File: src/hdl/hsr_pkg.sv
// Shared types and constants for the Heron square root block.
// No dependencies; heron_square_root refers to this package by scoped names.
`default_nettype none

package hsr_pkg;

    // Fixed field widths of the ports
    localparam int ROOT_W   = 32;
    localparam int TOL_W    = 32;
    localparam int ITER_W   = 6;
    localparam int STATUS_W = 2;
    localparam int CFG_W    = 32;
    localparam int CFG_IDX_W = 1;

    // Result status codes
    localparam logic [STATUS_W-1:0] STATUS_OK  = 2'd0;
    localparam logic [STATUS_W-1:0] STATUS_NEG = 2'd1;
    localparam logic [STATUS_W-1:0] STATUS_CAP = 2'd2;

    // Configuration register indexes
    localparam logic [CFG_IDX_W-1:0] CFG_TOLERANCE = 1'd0;
    localparam logic [CFG_IDX_W-1:0] CFG_MAX_ITER  = 1'd1;

    // Reset values of the configuration registers
    localparam logic [TOL_W-1:0]  TOL_RESET  = 32'd65536;
    localparam logic [ITER_W-1:0] ITER_RESET = 6'd32;

    // Sequencer states
    typedef enum logic [2:0] {
        S_IDLE,
        S_START,
        S_SQUARE,
        S_TEST,
        S_DIVIDE,
        S_FINISH
    } t_state;

endpackage

`default_nettype wire

File: src/hdl/hsr_mul.sv
// Bit-serial shift-add squarer/multiplier: one multiplier bit per cycle.
// Used by heron_square_root; no package dependencies.
`default_nettype none

module hsr_mul #(
    parameter int W = 47
) (
    input  wire logic           i_clk,
    input  wire logic           i_rst_n,
    input  wire logic           i_start,
    input  wire logic [W-1:0]   i_a,
    input  wire logic [W-1:0]   i_b,
    output logic                o_done,
    output logic [2*W-1:0]      o_product
);

    localparam int CNT_W = $clog2(W + 1);

    logic             r_busy;
    logic             r_done;
    logic [CNT_W-1:0] r_cnt;
    logic [W-1:0]     r_a;
    logic [W-1:0]     r_acc;
    logic [W-1:0]     r_mq;
    logic [W-1:0]     n_acc;
    logic [W-1:0]     n_mq;
    logic [W:0]       w_sum;

    // Add the multiplicand under the low multiplier bit, shift the pair right
    always_comb begin
        w_sum = {1'b0, r_acc} + (r_mq[0] ? {1'b0, r_a} : {(W+1){1'b0}});
        n_acc = w_sum[W:1];
        n_mq  = {w_sum[0], r_mq[W-1:1]};
    end

    // Sequence control
    always_ff @(posedge i_clk) begin
        if (!i_rst_n) begin
            r_busy <= 1'b0;
            r_done <= 1'b0;
            r_cnt  <= '0;
        end else begin
            r_done <= 1'b0;
            if (i_start) begin
                r_busy <= 1'b1;
                r_cnt  <= CNT_W'(W);
            end else if (r_busy) begin
                r_cnt <= r_cnt - CNT_W'(1);
                if (r_cnt == CNT_W'(1)) begin
                    r_busy <= 1'b0;
                    r_done <= 1'b1;
                end
            end
        end
    end

    // Operand and partial product shift registers
    always_ff @(posedge i_clk) begin
        if (i_start) begin
            r_a   <= i_a;
            r_acc <= '0;
            r_mq  <= i_b;
        end else if (r_busy) begin
            r_acc <= n_acc;
            r_mq  <= n_mq;
        end
    end

    assign o_done    = r_done;
    assign o_product = {r_acc, r_mq};

endmodule

`default_nettype wire

File: src/hdl/hsr_div.sv
// Bit-serial restoring divider: one quotient bit per cycle.
// Used by heron_square_root; no package dependencies.
`default_nettype none

module hsr_div #(
    parameter int W = 47
) (
    input  wire logic         i_clk,
    input  wire logic         i_rst_n,
    input  wire logic         i_start,
    input  wire logic [W-1:0] i_rem,   // upper dividend part, below the divisor
    input  wire logic [W-1:0] i_num,   // lower dividend part
    input  wire logic [W-1:0] i_den,
    output logic              o_done,
    output logic [W-1:0]      o_quot
);

    localparam int CNT_W = $clog2(W + 1);

    logic             r_busy;
    logic             r_done;
    logic [CNT_W-1:0] r_cnt;
    logic [W-1:0]     r_den;
    logic [W-1:0]     r_rem;
    logic [W-1:0]     r_nq;
    logic [W-1:0]     n_rem;
    logic [W-1:0]     n_nq;
    logic [W:0]       w_sh;
    logic [W+1:0]     w_sub;

    // Bring down the next dividend bit, subtract the divisor if it fits
    always_comb begin
        w_sh  = {r_rem, r_nq[W-1]};
        w_sub = {1'b0, w_sh} - {2'b00, r_den};
        if (!w_sub[W+1]) begin
            n_rem = w_sub[W-1:0];
            n_nq  = {r_nq[W-2:0], 1'b1};
        end else begin
            n_rem = w_sh[W-1:0];
            n_nq  = {r_nq[W-2:0], 1'b0};
        end
    end

    // Sequence control
    always_ff @(posedge i_clk) begin
        if (!i_rst_n) begin
            r_busy <= 1'b0;
            r_done <= 1'b0;
            r_cnt  <= '0;
        end else begin
            r_done <= 1'b0;
            if (i_start) begin
                r_busy <= 1'b1;
                r_cnt  <= CNT_W'(W);
            end else if (r_busy) begin
                r_cnt <= r_cnt - CNT_W'(1);
                if (r_cnt == CNT_W'(1)) begin
                    r_busy <= 1'b0;
                    r_done <= 1'b1;
                end
            end
        end
    end

    // Remainder and dividend/quotient shift registers
    always_ff @(posedge i_clk) begin
        if (i_start) begin
            r_den <= i_den;
            r_rem <= i_rem;
            r_nq  <= i_num;
        end else if (r_busy) begin
            r_rem <= n_rem;
            r_nq  <= n_nq;
        end
    end

    assign o_done = r_done;
    assign o_quot = r_nq;

endmodule

`default_nettype wire

File: src/hdl/heron_square_root.sv
// Heron square root top level: sequencer, error test and output register.
// Depends on hsr_pkg, hsr_mul and hsr_div.
//
// Takes a signed integer word and returns its square root in unsigned fixed point
// with FRAC_BITS fraction bits (Q16.16 by default), the number of Heron steps and a
// status (converged, negative input, iteration cap). The estimate starts at x/2 and
// is refined by r = (r + x/r)/2 until |r*r - x| is within the tolerance register
// (units of 2^-32) or the max_iterations register is reached. One item is worked on
// at a time. Negative and zero inputs go straight to the finish state. Otherwise the
// estimate is RW = INPUT_BITS + FRAC_BITS - 1 bits wide (47 by default), and the
// squarer and the divider both produce one bit per cycle. A finished word waits in
// the output register, so the next input can be taken before it is collected.
`default_nettype none

module heron_square_root #(
    parameter int INPUT_BITS = 32,
    parameter int FRAC_BITS  = 16
) (
    input  wire logic                               i_clk,
    input  wire logic                               i_rst_n,
    input  wire logic                               i_cfg_we,
    input  wire logic [hsr_pkg::CFG_IDX_W-1:0]      i_cfg_index,
    input  wire logic [hsr_pkg::CFG_W-1:0]          i_cfg_data,
    input  wire logic                               i_valid,
    output logic                                    o_ready,
    input  wire logic signed [INPUT_BITS-1:0]       i_value,
    output logic                                    o_valid,
    input  wire logic                               i_ready,
    output logic [hsr_pkg::ROOT_W-1:0]              o_root,
    output logic [hsr_pkg::ITER_W-1:0]              o_iterations,
    output logic [hsr_pkg::STATUS_W-1:0]            o_status
);

    localparam int RW = INPUT_BITS + FRAC_BITS - 1;      // estimate width
    localparam int XW = INPUT_BITS - 1 + 2 * FRAC_BITS;  // x * 2^2F width
    localparam int PW = 2 * RW;                          // square width
    localparam int CW = PW + hsr_pkg::TOL_W;             // tolerance compare width
    localparam int SA = (2 * FRAC_BITS < 32) ? 32 - 2 * FRAC_BITS : 0;
    localparam int SB = (2 * FRAC_BITS > 32) ? 2 * FRAC_BITS - 32 : 0;
    localparam int RTW = hsr_pkg::ROOT_W;

    hsr_pkg::t_state r_state;
    hsr_pkg::t_state n_state;

    logic [hsr_pkg::TOL_W-1:0]    r_tol;
    logic [hsr_pkg::ITER_W-1:0]   r_max_it;
    logic [XW-1:0]                r_x2;
    logic [RW-1:0]                r_est;
    logic [hsr_pkg::ITER_W-1:0]   r_it;
    logic [hsr_pkg::STATUS_W-1:0] r_status;
    logic [PW-1:0]                r_err;

    logic                         r_out_valid;
    logic [RTW-1:0]               r_root;
    logic [hsr_pkg::ITER_W-1:0]   r_out_it;
    logic [hsr_pkg::STATUS_W-1:0] r_out_status;

    logic          w_in_accept;
    logic          w_mul_start;
    logic          w_div_start;
    logic          w_out_load;
    logic          w_mul_done;
    logic          w_div_done;
    logic [PW-1:0] w_prod;
    logic [RW-1:0] w_quot;
    logic [PW-1:0] w_x2_ext;
    logic [PW:0]   w_d1;
    logic [PW-1:0] w_d2;
    logic [CW-1:0] w_lhs;
    logic [CW-1:0] w_rhs;
    logic          w_far;
    logic          w_cap;
    logic [RW:0]   w_sum;
    logic [RW+RTW-1:0] w_est_ext;
    logic          w_wide;

    // Serial squarer of the estimate
    hsr_mul #(.W(RW)) u_mul (
        .i_clk     (i_clk),
        .i_rst_n   (i_rst_n),
        .i_start   (w_mul_start),
        .i_a       (r_est),
        .i_b       (r_est),
        .o_done    (w_mul_done),
        .o_product (w_prod)
    );

    // Serial divider for x * 2^2F / r; the quotient always fits RW bits
    hsr_div #(.W(RW)) u_div (
        .i_clk   (i_clk),
        .i_rst_n (i_rst_n),
        .i_start (w_div_start),
        .i_rem   ({{(RW-FRAC_BITS){1'b0}}, r_x2[XW-1:RW]}),
        .i_num   (r_x2[RW-1:0]),
        .i_den   (r_est),
        .o_done  (w_div_done),
        .o_quot  (w_quot)
    );

    // Error, tolerance test and update arithmetic
    always_comb begin
        w_x2_ext  = {{(PW-XW){1'b0}}, r_x2};
        w_d1      = {1'b0, w_prod} - {1'b0, w_x2_ext};
        w_d2      = w_x2_ext - w_prod;
        w_lhs     = {{hsr_pkg::TOL_W{1'b0}}, r_err} << SA;
        w_rhs     = {{PW{1'b0}}, r_tol} << SB;
        w_far     = w_lhs > w_rhs;
        w_cap     = r_it >= r_max_it;
        w_sum     = {1'b0, r_est} + {1'b0, w_quot};
        w_est_ext = {{RTW{1'b0}}, r_est};
        w_wide    = w_est_ext[RW+RTW-1:RTW] != '0;
    end

    // Next state and strobes
    always_comb begin
        n_state     = r_state;
        o_ready     = 1'b0;
        w_mul_start = 1'b0;
        w_div_start = 1'b0;
        w_out_load  = 1'b0;
        case (r_state)
            hsr_pkg::S_IDLE: begin
                o_ready = 1'b1;
                if (i_valid) begin
                    if (i_value[INPUT_BITS-1] || i_value == '0) begin
                        n_state = hsr_pkg::S_FINISH;
                    end else begin
                        n_state = hsr_pkg::S_START;
                    end
                end
            end
            hsr_pkg::S_START: begin
                w_mul_start = 1'b1;
                n_state     = hsr_pkg::S_SQUARE;
            end
            hsr_pkg::S_SQUARE: begin
                if (w_mul_done) begin
                    n_state = hsr_pkg::S_TEST;
                end
            end
            hsr_pkg::S_TEST: begin
                if (!w_far || w_cap) begin
                    n_state = hsr_pkg::S_FINISH;
                end else begin
                    w_div_start = 1'b1;
                    n_state     = hsr_pkg::S_DIVIDE;
                end
            end
            hsr_pkg::S_DIVIDE: begin
                if (w_div_done) begin
                    n_state = hsr_pkg::S_START;
                end
            end
            hsr_pkg::S_FINISH: begin
                if (!r_out_valid || i_ready) begin
                    w_out_load = 1'b1;
                    n_state    = hsr_pkg::S_IDLE;
                end
            end
            default: begin
                n_state = hsr_pkg::S_IDLE;
            end
        endcase
    end

    assign w_in_accept = i_valid && o_ready;

    // State and configuration registers
    always_ff @(posedge i_clk) begin
        if (!i_rst_n) begin
            r_state  <= hsr_pkg::S_IDLE;
            r_tol    <= hsr_pkg::TOL_RESET;
            r_max_it <= hsr_pkg::ITER_RESET;
        end else begin
            r_state <= n_state;
            if (i_cfg_we) begin
                case (i_cfg_index)
                    hsr_pkg::CFG_TOLERANCE: r_tol    <= i_cfg_data;
                    hsr_pkg::CFG_MAX_ITER:  r_max_it <= i_cfg_data[hsr_pkg::ITER_W-1:0];
                    default: ;
                endcase
            end
        end
    end

    // Working registers: operand, estimate, step count, error, status
    always_ff @(posedge i_clk) begin
        if (w_in_accept) begin
            r_x2     <= {i_value[INPUT_BITS-2:0], {(2*FRAC_BITS){1'b0}}};
            r_est    <= {1'b0, i_value[INPUT_BITS-2:0], {(FRAC_BITS-1){1'b0}}};
            r_it     <= '0;
            r_status <= i_value[INPUT_BITS-1] ? hsr_pkg::STATUS_NEG : hsr_pkg::STATUS_OK;
            if (i_value[INPUT_BITS-1]) begin
                r_est <= '0;
            end
        end
        if (r_state == hsr_pkg::S_SQUARE && w_mul_done) begin
            r_err <= w_d1[PW] ? w_d2 : w_d1[PW-1:0];
        end
        if (r_state == hsr_pkg::S_TEST && w_far && w_cap) begin
            r_status <= hsr_pkg::STATUS_CAP;
        end
        if (r_state == hsr_pkg::S_DIVIDE && w_div_done) begin
            r_est <= w_sum[RW:1];
            r_it  <= r_it + hsr_pkg::ITER_W'(1);
        end
    end

    // Output register: hold the word until it is taken
    always_ff @(posedge i_clk) begin
        if (!i_rst_n) begin
            r_out_valid <= 1'b0;
        end else if (w_out_load) begin
            r_out_valid <= 1'b1;
        end else if (i_ready) begin
            r_out_valid <= 1'b0;
        end
    end

    always_ff @(posedge i_clk) begin
        if (w_out_load) begin
            r_root       <= w_wide ? {RTW{1'b1}} : w_est_ext[RTW-1:0];
            r_out_it     <= r_it;
            r_out_status <= r_status;
        end
    end

    assign o_valid      = r_out_valid;
    assign o_root       = r_root;
    assign o_iterations = r_out_it;
    assign o_status     = r_out_status;

`ifndef SYNTHESIS
    a_neg_zero : assert property (@(posedge i_clk) disable iff (!i_rst_n)
        o_valid && o_status == hsr_pkg::STATUS_NEG |-> o_root == '0 && o_iterations == '0)
        else $error("negative input word carries a nonzero root or step count");

    a_accept_leaves_idle : assert property (@(posedge i_clk) disable iff (!i_rst_n)
        w_in_accept |=> r_state != hsr_pkg::S_IDLE)
        else $error("accepted word did not start the sequencer");

    a_mul_done_state : assert property (@(posedge i_clk) disable iff (!i_rst_n)
        w_mul_done |-> r_state == hsr_pkg::S_SQUARE)
        else $error("squarer finished outside the square state");

    a_div_done_state : assert property (@(posedge i_clk) disable iff (!i_rst_n)
        w_div_done |-> r_state == hsr_pkg::S_DIVIDE)
        else $error("divider finished outside the divide state");

    a_out_from_finish : assert property (@(posedge i_clk) disable iff (!i_rst_n)
        $rose(o_valid) |-> $past(r_state) == hsr_pkg::S_FINISH)
        else $error("output word appeared without a finished item");
`endif

endmodule

`default_nettype wire

File: config.mk
export PLATFORM = sky130hd
export DESIGN_NAME = heron_square_root
export DESIGN_NICKNAME = d
export VERILOG_FILES = /design/src/hdl/hsr_pkg.sv /design/src/hdl/hsr_mul.sv /design/src/hdl/hsr_div.sv /design/src/hdl/heron_square_root.sv
export SDC_FILE = /design/constraint.sdc
export NUM_CORES = 1
export LEC_CHECK = 0
export BUFFER_PORTS_ARGS = -buffer_cell sky130_fd_sc_hd__buf_4
export CAP_MARGIN = 20
export CORE_ASPECT_RATIO = 1.25
export CORE_MARGIN = 3
export CORE_UTILIZATION = 65
export DETAILED_ROUTE_END_ITERATION = 10
export GPL_TIMING_DRIVEN = 0
export PLACE_DENSITY = 0.81
export SLEW_MARGIN = 15
export SYNTH_ARGS = -nofsm -noshare
export SYNTH_HDL_FRONTEND = slang
export SYNTH_SLANG_ARGS = --single-unit
File: constraint.sdc
create_clock -name i_clk -period 20.6 [get_ports i_clk]
set_input_delay 4.12 -clock i_clk [delete_from_list [all_inputs] [get_ports i_clk]]
set_output_delay 4.12 -clock i_clk [all_outputs]
set_load 0.01 [all_outputs]
==> run_results.csv <==
group,metric,value,unit
run_status,outcome,"completed",
synthesis,ys_top_cells_by_area,"edfxtp_1 36%, ha_1 8.7%, dfxtp_1 7.8%",
floorplan,ioPinCount,112,
synthesis,async_reset_ff_share,0,%
synthesis,ys_warn_count,0,
clocking,ctsRootBufferMaster,"clkbuf_16",
routing,ant_nets,0,
place,hpwl,89900,microns
synthesis,synthDistinctLibCells,90,
sta,min_period_over_period,29.0,%
place,pre_cts_ws,14.87,ns
worst_hold_path,hp-start,"r_status[1]",
global_routing,grt.total_usage,41.2,%
worst_setup_path,crit_family,"buffers and inverters",
synthesis,netlist_top_cells_count,"477 x nand2_1, 422 x edfxtp_1, 311 x a21oi_1, 252 x o21ai_0, 245 x ha_1",
synthesis,yosysSeqAreaShare,43.6,%
layout,layout.nets,4342,
clocking,cts_made_buffers,56,
routing,dr.pass1.iters,6,
worst_setup_path,worstSetupEndpointType,"output pin",
synthesis,syn_inst,3842,
routing,via_count,31800,
floorplan,initial_core_util,66.4,%
floorplan,placementRows,94,
clocking,cts_resized,0,
synthesis,synth.mux.area_fraction,0.711,%
synthesis,synth_simple_gate_area_share,18.4,%
place,io_buffers,109,
sta,setup_viol,0,
worst_setup_path,crit_type,"reg -> out",
layout,syn2layout_area_growth,11.3,%
sta,min_period,5.97,ns
clocking,htreeDepth,2,
synthesis,synth_seq_cells,560,
sta,slew_viol_final,0,
worst_setup_path,slowest_delay,0.44,ns
worst_setup_path,startpoint,"r_state[0]",
synthesis,netlist.area_leader.share,35.8,%
clocking,cts_tree,"done",
worst_setup_path,rrSetupSlack,15.59,ns
synthesis,avgSynthCellArea,9.21,sq um
sta,max_freq,167,MHz
worst_setup_path,critPathMaxFanout,10,
pwr,ir_drop,0.113,mV
pwr,p_leak,0.0155,uW
synthesis,syn_nets,4161,
synthesis,synthesis.area,0.0354,sq mm
sta,hold_viol,0,
sta,skew,0.0230,ns
worst_setup_path,worstSetupStartpointType,"register",
sta,slew_headroom,26.6,%
worst_setup_path,worstRegToRegCells,11,
clocking,cts_buffer_depth,3,
job,max_cap_viol_count,0,
synthesis,ys.flop_type,"edfxtp_1",
routing,drt-vias-per-instance,6.61,
worst_setup_path,reg2reg_from,"r_est[1]",
global_routing,gr-total-overflow,0,
routing,wl_per_cell,25.0,microns
place,gp_congestion,1.01,
global_routing,grt_start_max_net_pins,58,
layout,fin_cells,4805,
clocking,cts_hold_buf,0,
place,dp_cells,4685,
floorplan,dieWidth,215,microns
floorplan,die_y,267,microns
synthesis,synth_top_family_by_area,"compound AO/OA/AOI/OAI gates",
routing,initialDrtViolationCount,3905,
worst_setup_path,slowest_stage,"nor3_1",
global_routing,grt_pass1_wl,180000,microns
sta,setup_tns,0,ns
worst_setup_path,critical_path_buf_inv_count,2,
global_routing,antenna_found_initial,10,
floorplan,die-area,0.0573,sq mm
global_routing,grt_pass1_vias,30000,
routing,drc,0,
sta,rsz0062_at_grt,"false",
worst_setup_path,rr_endpoint,"r_est[35]",
synthesis,synthAdderAreaFrac,8.89,%
layout,drive_gt1_share,7.91,%
worst_setup_path,cp_cell_sequence,"clkbuf_1, nor3_1, buf_4",
clocking,cts_setup_buffers,0,
synthesis,synth.most_common_cell,"nand2_1",
worst_hold_path,hp-class,"reg -> reg",
clocking,cts_num_sinks,560,
routing,wl,120000,microns
synthesis,synth-compound-area-share,19.1,%
worst_setup_path,cp.depth,3,
clocking,clk_latency,0.64,ns
sta,fin_ws,14.63,ns
floorplan,core,0.0533,sq mm
pwr,powerDensity,147,mW/mm^2
worst_setup_path,critPathRequiredTime,16.48,ns
worst_setup_path,crit_path_end,"o_ready",
synthesis,synth_largest_area_cell,"edfxtp_1",
synthesis,synth_edf_count,422,
worst_setup_path,crit_arrival,1.85,ns
clocking,clk_pin_slew,0.07,ns
sta,max_slew.worst_pin.slew,1.10,ns
synthesis,yosys.area_share.xor_xnor,4.90,%
## registers in the layout, summed over array words and instances, names as in the netlist
register and count:
r_err 94, r_est 47, u_div.o_quot 47, u_div.r_den 47, u_div.r_rem 47, u_mul.r_a 47
u_mul.r_acc 47, u_mul.r_mq 47, o_root 32, r_tol 32, r_x2 31, o_iterations 6
r_it 6, r_max_it 6, u_div.r_cnt 6, u_mul.r_cnt 6, r_state 3, o_status 2
r_status 2, o_valid 1, u_div.o_done 1, u_div.r_busy 1, u_mul.o_done 1, u_mul.r_busy 1
## where the power goes
part / leakage (uW) / internal, uW / switching [uW] / total [uW]
combinational: 0.00956 / 978 / 1790 / 2770
sequential: 0.00492 / 1590 / 340 / 1930
clock: 0.000977 / 635 / 471 / 1110
total: 0.0155 / 3200 / 2600 / 5800
## kinds of logic after synthesis
logic type	count (synthesis)
AND/OR/NAND/NOR	1337
buffers and inverters	403
XOR/XNOR	198
adder cells (fa/ha/maj)	249
AO/OA/AOI/OAI	1070
multiplexers	25
flip-flops	560
## layout by cell type (no fill, tap or decap), drive strengths merged, types with 23 or more instances in the layout
cell / n
a211oi: 35
a21o: 120
a21oi: 311
a31oi: 64
and2: 92
buf: 152
clkbuf: 221
dfxtp: 138
edfxtp: 422
ha: 245
inv: 227
mux2i: 24
nand2: 477
nand2b: 35
nand3: 129
nand4: 59
nor2: 220
nor2b: 25
nor3: 85
nor4: 57
o211ai: 47
o21a: 23
o21ai: 255
o21bai: 45
o31ai: 32
or2: 47
or3: 31
xnor2: 111
xor2: 87
## final cells by class
| type | count | area, sq um |
|---|---|---|
| Antenna cell | 14 | 35.0 |
| Buffer | 184 | 719 |
| Clock buffer | 67 | 1520 |
| Clock inverter | 39 | 465 |
| Fill cell | 3947 | 13900 |
| Inverter | 219 | 822 |
| Multi-Input combinational cell | 2879 | 18400 |
| Sequential cell | 560 | 15400 |
| Tap cell | 720 | 901 |
| Timing Repair Buffer | 123 | 1030 |
## metrics by stage
stage / total power (uW) / utilization, % / hold slack [ns] / instance area, sq um
CTS: 5700 / 73.8 / 0.437 / 39300
floorplan: 3700 / - / 0.408 / 35400
finish: 5800 / 73.9 / 0.442 / 39400
global route: 6100 / 73.8 / 0.456 / 39300
global placement: 4530 / 69.6 / 0.419 / 37100
detailed placement: 4580 / 70.1 / 0.419 / 37300
## layer usage
layer,vias up,GRT usage (%),part of all wire (%)
met1,14900,53.3,37
met5,-,0,0
met4,0,27.0,7.9
met3,428,8.59,12
li1,14400,-,-
met2,2020,63.3,43
## worst min path at each step
stage | to | slack [ns] | depth (start not counted)
after CTS | o_status[1] | 0.44 | 0
after floorplan | o_status[0] | 0.41 | 0
after global placement | o_status[1] | 0.42 | 0
final | o_status[1] | 0.44 | 0
after global routing | o_status[1] | 0.46 | 0
after detailed placement | o_status[1] | 0.42 | 0
Note: power is estimated with default switching activity, not from simulation.
